<file path="config.mk">
export PLATFORM = sky130hd
export DESIGN_NAME = kmp_ctrl
export DESIGN_NICKNAME = d
export VERILOG_FILES = /design/src/design/kmp_pkg.sv /design/src/design/kmp_ctrl.sv
export SDC_FILE = /design/constraint.sdc
export NUM_CORES = 1
export LEC_CHECK = 0
export ABC_AREA = 1
export BUFFER_PORTS_ARGS = -buffer_cell sky130_fd_sc_hd__clkbuf_2
export CAP_MARGIN = 20
export CORE_AREA = 3 3 40 42
export CTS_CLUSTER_DIAMETER = 150
export CTS_CLUSTER_SIZE = 28
export DETAILED_ROUTE_END_ITERATION = 10
export DIE_AREA = 0 0 43 45
export MAX_ROUTING_LAYER = met4
export PLACE_DENSITY = 0.44
export SLEW_MARGIN = 20
export SYNTH_ARGS = -nofsm -noshare
export SYNTH_HDL_FRONTEND = slang
export SYNTH_SLANG_ARGS = --single-unit
export TNS_END_PERCENT = 1
</file>
<file path="constraint.sdc">
create_clock -name clk -period 2.8 [get_ports clk]
set_clock_uncertainty 0.2 [all_clocks]
set_input_delay 0.56 -clock clk [delete_from_list [all_inputs] [get_ports clk]]
set_output_delay 0.56 -clock clk [all_outputs]
set_load 0.02 [all_outputs]
</file>
<file path="src/design/kmp_pkg.sv">
// Shared constants, types and command/status structs for the KMP next-table builder.
`timescale 1ns / 1ps

package kmp_pkg;

  localparam int MAX_PATTERN = 256;
  localparam int SYMBOL_BITS = 8;

  localparam int IN_SYMBOL_W = 8;
  localparam int FALLBACK_W  = 9;

  localparam int ADDR_W = $clog2(MAX_PATTERN);
  localparam int POS_W  = ADDR_W + 1;
  localparam int IDX_W  = ADDR_W + 1;

  typedef logic [POS_W-1:0]         pos_t;
  typedef logic signed [IDX_W-1:0]  idx_t;
  typedef logic [SYMBOL_BITS-1:0]   sym_t;
  typedef logic [ADDR_W-1:0]        addr_t;

  typedef enum logic [1:0] {
    ST_IDLE,
    ST_FIRST,
    ST_WALK,
    ST_FINISH
  } state_t;

  typedef struct packed {
    logic accept;
    logic set_entry;
    logic step;
    logic rd_walk;
    logic finish;
  } cmd_t;

  typedef struct packed {
    logic full;
    logic jneg;
    logic match;
    logic nj_neg;
  } status_t;

endpackage

</file>
<file path="src/design/kmp_ctrl.sv">
// Controller state machine: sequences accept, first compare, fallback walk and result hand-off.
`timescale 1ns / 1ps

module kmp_ctrl (
  input  logic             clk,
  input  logic             rst_n,
  input  logic             in_valid,
  output logic             in_stall,
  output logic             out_valid,
  input  logic             out_stall,
  input  kmp_pkg::status_t sts,
  output kmp_pkg::cmd_t    cmd
);

  kmp_pkg::state_t state_r, state_nxt;
  logic            out_valid_r, out_valid_nxt;

  always_ff @(posedge clk) begin
    if (!rst_n) begin
      state_r     <= kmp_pkg::ST_IDLE;
      out_valid_r <= 1'b0;
    end else begin
      state_r     <= state_nxt;
      out_valid_r <= out_valid_nxt;
    end
  end

  always_comb begin
    state_nxt = state_r;
    cmd       = '0;
    in_stall  = 1'b1;
    unique case (state_r)
      kmp_pkg::ST_IDLE: begin
        in_stall = 1'b0;
        if (in_valid) begin
          cmd.accept = 1'b1;
          if (sts.full || sts.jneg) begin
            state_nxt = kmp_pkg::ST_FINISH;
          end else begin
            state_nxt = kmp_pkg::ST_FIRST;
          end
        end
      end
      kmp_pkg::ST_FIRST, kmp_pkg::ST_WALK: begin
        cmd.set_entry = (state_r == kmp_pkg::ST_FIRST);
        cmd.rd_walk   = 1'b1;
        if (sts.match) begin
          state_nxt = kmp_pkg::ST_FINISH;
        end else begin
          cmd.step  = 1'b1;
          state_nxt = sts.nj_neg ? kmp_pkg::ST_FINISH : kmp_pkg::ST_WALK;
        end
      end
      kmp_pkg::ST_FINISH: begin
        if (!out_valid_r || !out_stall) begin
          cmd.finish = 1'b1;
          state_nxt  = kmp_pkg::ST_IDLE;
        end
      end
      default: state_nxt = kmp_pkg::ST_IDLE;
    endcase
    out_valid_nxt = cmd.finish | (out_valid_r & out_stall);
  end

  assign out_valid = out_valid_r;

endmodule

</file>
; ---- After elaboration in Yosys (flattened, before gate mapping)
; Cells that the tools add are included.
[word_totals]
register_bits = 3
latch_bits = 0
ramBits = 0
mem_bits_ro = 0
inputBits = 8
word_cells = 29
memories = 0
[op_classes]
n_addsub = 0
mul = 0
div_mod_pow = 0
order_cmp = 0
eq_ne = 5
shifts = 0
muxes = 13
bitwise = 2
n_reduce_logical = 7
[ops]
columns = operator, n
row1 = two-way mux 1 bit, 8
row2 = two-way mux 2 bit, 3
row3 = one-hot mux 2 bit (3 select lines), 1
row4 = == test 2 bit (second input constant), 2
row5 = inequality test 2 bit (second input constant), 2
row6 = two-way mux 3 bit, 1
row7 = == test 2 x 1 -> 1 bit (second input constant), 1
row8 = zero test 1 bit, 2
row9 = zero test 2 bit, 1
row10 = logical OR 1 bit, 2
row11 = AND reduction 2 bit, 1
row12 = OR reduction 2 bit, 1
row13 = AND 1 bit, 1
row14 = bitwise OR 1 bit, 1

; ---- Logic depth before layout (Yosys ltp)
[depth]
word_depth = 5
depth_mapped = 8
mapped_depth_nobuf = 8

; ---- Worst setup path before layout
; OpenSTA, ideal clock, no wires.
[synth_path]
path_type = reg-to-output
start = register state_r[0]
end = output cmd[2] (netlist bit)
arrival_ns = 1.207
t_required_ns = 2.040
path_slack_ns = 0.833
path_stages_with_launch = 5
n_path_buf = 0
path_cell_list = dfxtp_1 > inv_1 > ha_1 > inv_1 > nor2_1
[synth_rtl]
columns = element, line_no
row1 = start: declaration, kmp_ctrl.sv:15  ; kmp_pkg::state_t state_r, state_nxt;
row2 = start signal: assignment, kmp_ctrl.sv:20  ; state_r <= kmp_pkg::ST_IDLE;
row3 = start signal: assignment, kmp_ctrl.sv:23  ; state_r <= state_nxt;
row4 = end: declaration, kmp_ctrl.sv:12  ; output kmp_pkg::cmd_t cmd

==> flow_summary.yaml <==
status:
  status: "complete, no violations"
hold_path:
  hold_path_depth: 2
  worstHoldStart: "out_valid"
  hp-class: "reg -> reg"
  hold_end: "out_valid"
critical_path:
  ff2ff_path_depth: 8
  r2r-start: "state_r[0]"
  worstSetupEndpointType: "primary output"
  crit_path_top_delay_cell: "dfxtp_1"
  cp_max_fo: 5
  critPathLaunchType: "flop"
  regToRegEndpoint: "state_r[0]"
  cp_top_family: "flip-flops"
  crit_buf_inv: 3
  critPathKind: "reg -> out"
  critical_path.max_stage_delay_ps: 400
  worst_ep_arrival_time_ps: 1340
  crit_chain: "inv_1, ha_1, inv_1, nor2_1, clkbuf_2"
  worstPathRequired_ps: 2040
  r2r_slack_ps: 1330
  crit_path_frequent_cell: "inv_1"
detailed_routing:
  initialDrtViolationCount: 0
  routed_wl_um: 510
  route.detailed.drc: 0
  vias: 257
  drtAntennaViolNets: 0
  vias_per_cell: 3.62
  dr.pass1.iters: 1
  avgRoutedWirePerCell_um: 7.18
power:
  vdd_drop_max_mv: 0.302
  p_total_mw: 0.273
  powerDensity_mw_per_mm2: 766
  leakage_nw: 0.223
yosys:
  syn_area_per_cell_um2: 6.35
  synth_fp_nets: 50
  synthesis.area_um2: 241
  yosys_warnings: 0
  netlist_instances: 38
  synth_cell_types: 11
  ys_seq_area_share_pct: 24.9
  ys_ff_latch: 3
timing:
  slew_headroom_pct: 87.7
  post-route-min-period_ps: 2100
  setup_viol: 0
  timing.final.crit_share_pct: 75.0
  maxSlewViolCount: 0
  rsz0062_at_grt: "false"
  fin_ws_ps: 699
  fmax_mhz: 476
  fin_tns_setup_ps: 0
  worst_slew_pin_slew_ps: 184
  hold_viol_final: 0
place:
  gp_congestion: 0.681
  dp_cells: 67
  placed_cell_area_um2: 330
  pre_cts_ws_ps: 941
  place_hpwl_um: 432
  io_buffer_count: 14
cts:
  worstSkewPairLatency_ps: 230
  cts-buffers-inserted: 3
  cts_tree: "built"
  h-tree-depth: 1
  cts.repair.resized: 0
  clk_pin_slew_ps: 40
  clock-sinks: 3
  cts_root_buf: "clkbuf_4"
  clock_path_buffers: 2
  post_cts.repair.setup_buffers: 0
  cts.hold.buffers_added: 0
global_routing:
  grt_antenna_before_repair: 0
  grt_max_degree: 6
  grtUsageTotal_pct: 5.82
  grt_pass1_wl_um: 814
  grt_overflow: 0
  grt_pass1_vias: 238
floorplan:
  die_w_um: 43
  pin_count: 15
  die_h_um: 45
  start_util_pct: 18.8
  core_mm2: 0.00128
  row_count: 13
  dieArea_mm2: 0.00194
final_layout:
  nets: 69
  instances_no_fill: 71
  final_area_um2: 357
  n_antenna_cell: 0
  drive_above_1_share_pct: 35.7
  syn2layout_area_growth_pct: 47.7
run:
  cap_viol_max_count: 0
[sequential cells by signal, summed over array words and instances (netlist names)]
signal     cells
out_valid      1
state_r        2
[power breakdown]
part | internal [mW] | total [mW] | leakage, nW | switching (mW)
Clock | 0.0534 | 0.0760 | 0.0150 | 0.0226
Combinational | 0.0477 | 0.136 | 0.183 | 0.0885
Sequential | 0.0520 | 0.0610 | 0.0249 | 0.00896
[kinds of logic after synthesis]
kind of cell | after synthesis | synth area share, %
simple gates | 17 | 29.5
fa+ha+maj | 4 | 20.7
flops | 3 | 24.9
compound gates | 4 | 9.33
buf+inv | 10 | 15.5
[routing by layer]
| metal | vias to the layer above | track usage [%] | part of all wire, % |
|---|---|---|---|
| met5 | - | - | 0 |
| met4 | 0 | 7.23 | 0 |
| met3 | 0 | 0 | 6.3 |
| met2 | 7 | 8.68 | 48 |
| met1 | 104 | 6.47 | 45 |
| li1 | 146 | - | - |
[synth_stat cells, drive strengths merged]
library cell / count / area share [%]
a21boi: 1 / 3.1
a21oi: 1 / 2.1
dfxtp: 3 / 25
ha: 4 / 21
inv: 10 / 16
nand2: 10 / 18
nand3: 2 / 4.1
nor2: 5 / 7.8
o21ai: 2 / 4.1
[tightest hold or removal path, delay by kind of cell, from the launching register on]
family	cells	cell delay (ps)
AND/OR/NAND/NOR	1	50
flip-flops	1	320
AO/OA/AOI/OAI	1	60
[cell usage in the layout, fill, tap and decap left out]
master    instances
clkbuf_2         14
inv_1             9
nand2_1           8
nor2_1            5
ha_1              4
clkbuf_4          3
dfxtp_1           3
nand3_1           2
nand2_2           2
o21ai_0           2
a21oi_1           1
a21boi_0          1
inv_2             1
clkbuf_1          1
[stage by stage]
step	hold slack, ps	utilization (%)
5_1_grt	339	27.8
3_5_place_dp	290	25.7
4_1_cts	294	27.8
6_report	288	27.8
3_3_place_gp	300	25.7
2_1_floorplan	313	-
[final cells by class]
class	instances	area, um2
inverter	10	37.5
tap	15	18.8
sequential	3	60.1
clock buffer	4	26.3
fill	155	928
multi-input combinational	25	144
timing repair buffer	14	70.1
[worst max-delay path by stage]
| stage | from | end | slack (ps) | cells after the start |
|---|---|---|---|---|
| after floorplan | state_r[0] | cmd[2] | 830 | 4 |
| after global placement | state_r[0] | cmd[2] | 960 | 5 |
| after detailed placement | state_r[0] | cmd[2] | 940 | 5 |
| after CTS | state_r[0] | cmd[2] | 680 | 5 |
| after global routing | state_r[0] | cmd[2] | 610 | 5 |
| final | state_r[0] | cmd[2] | 700 | 5 |
(Power assumes the default switching activity.)
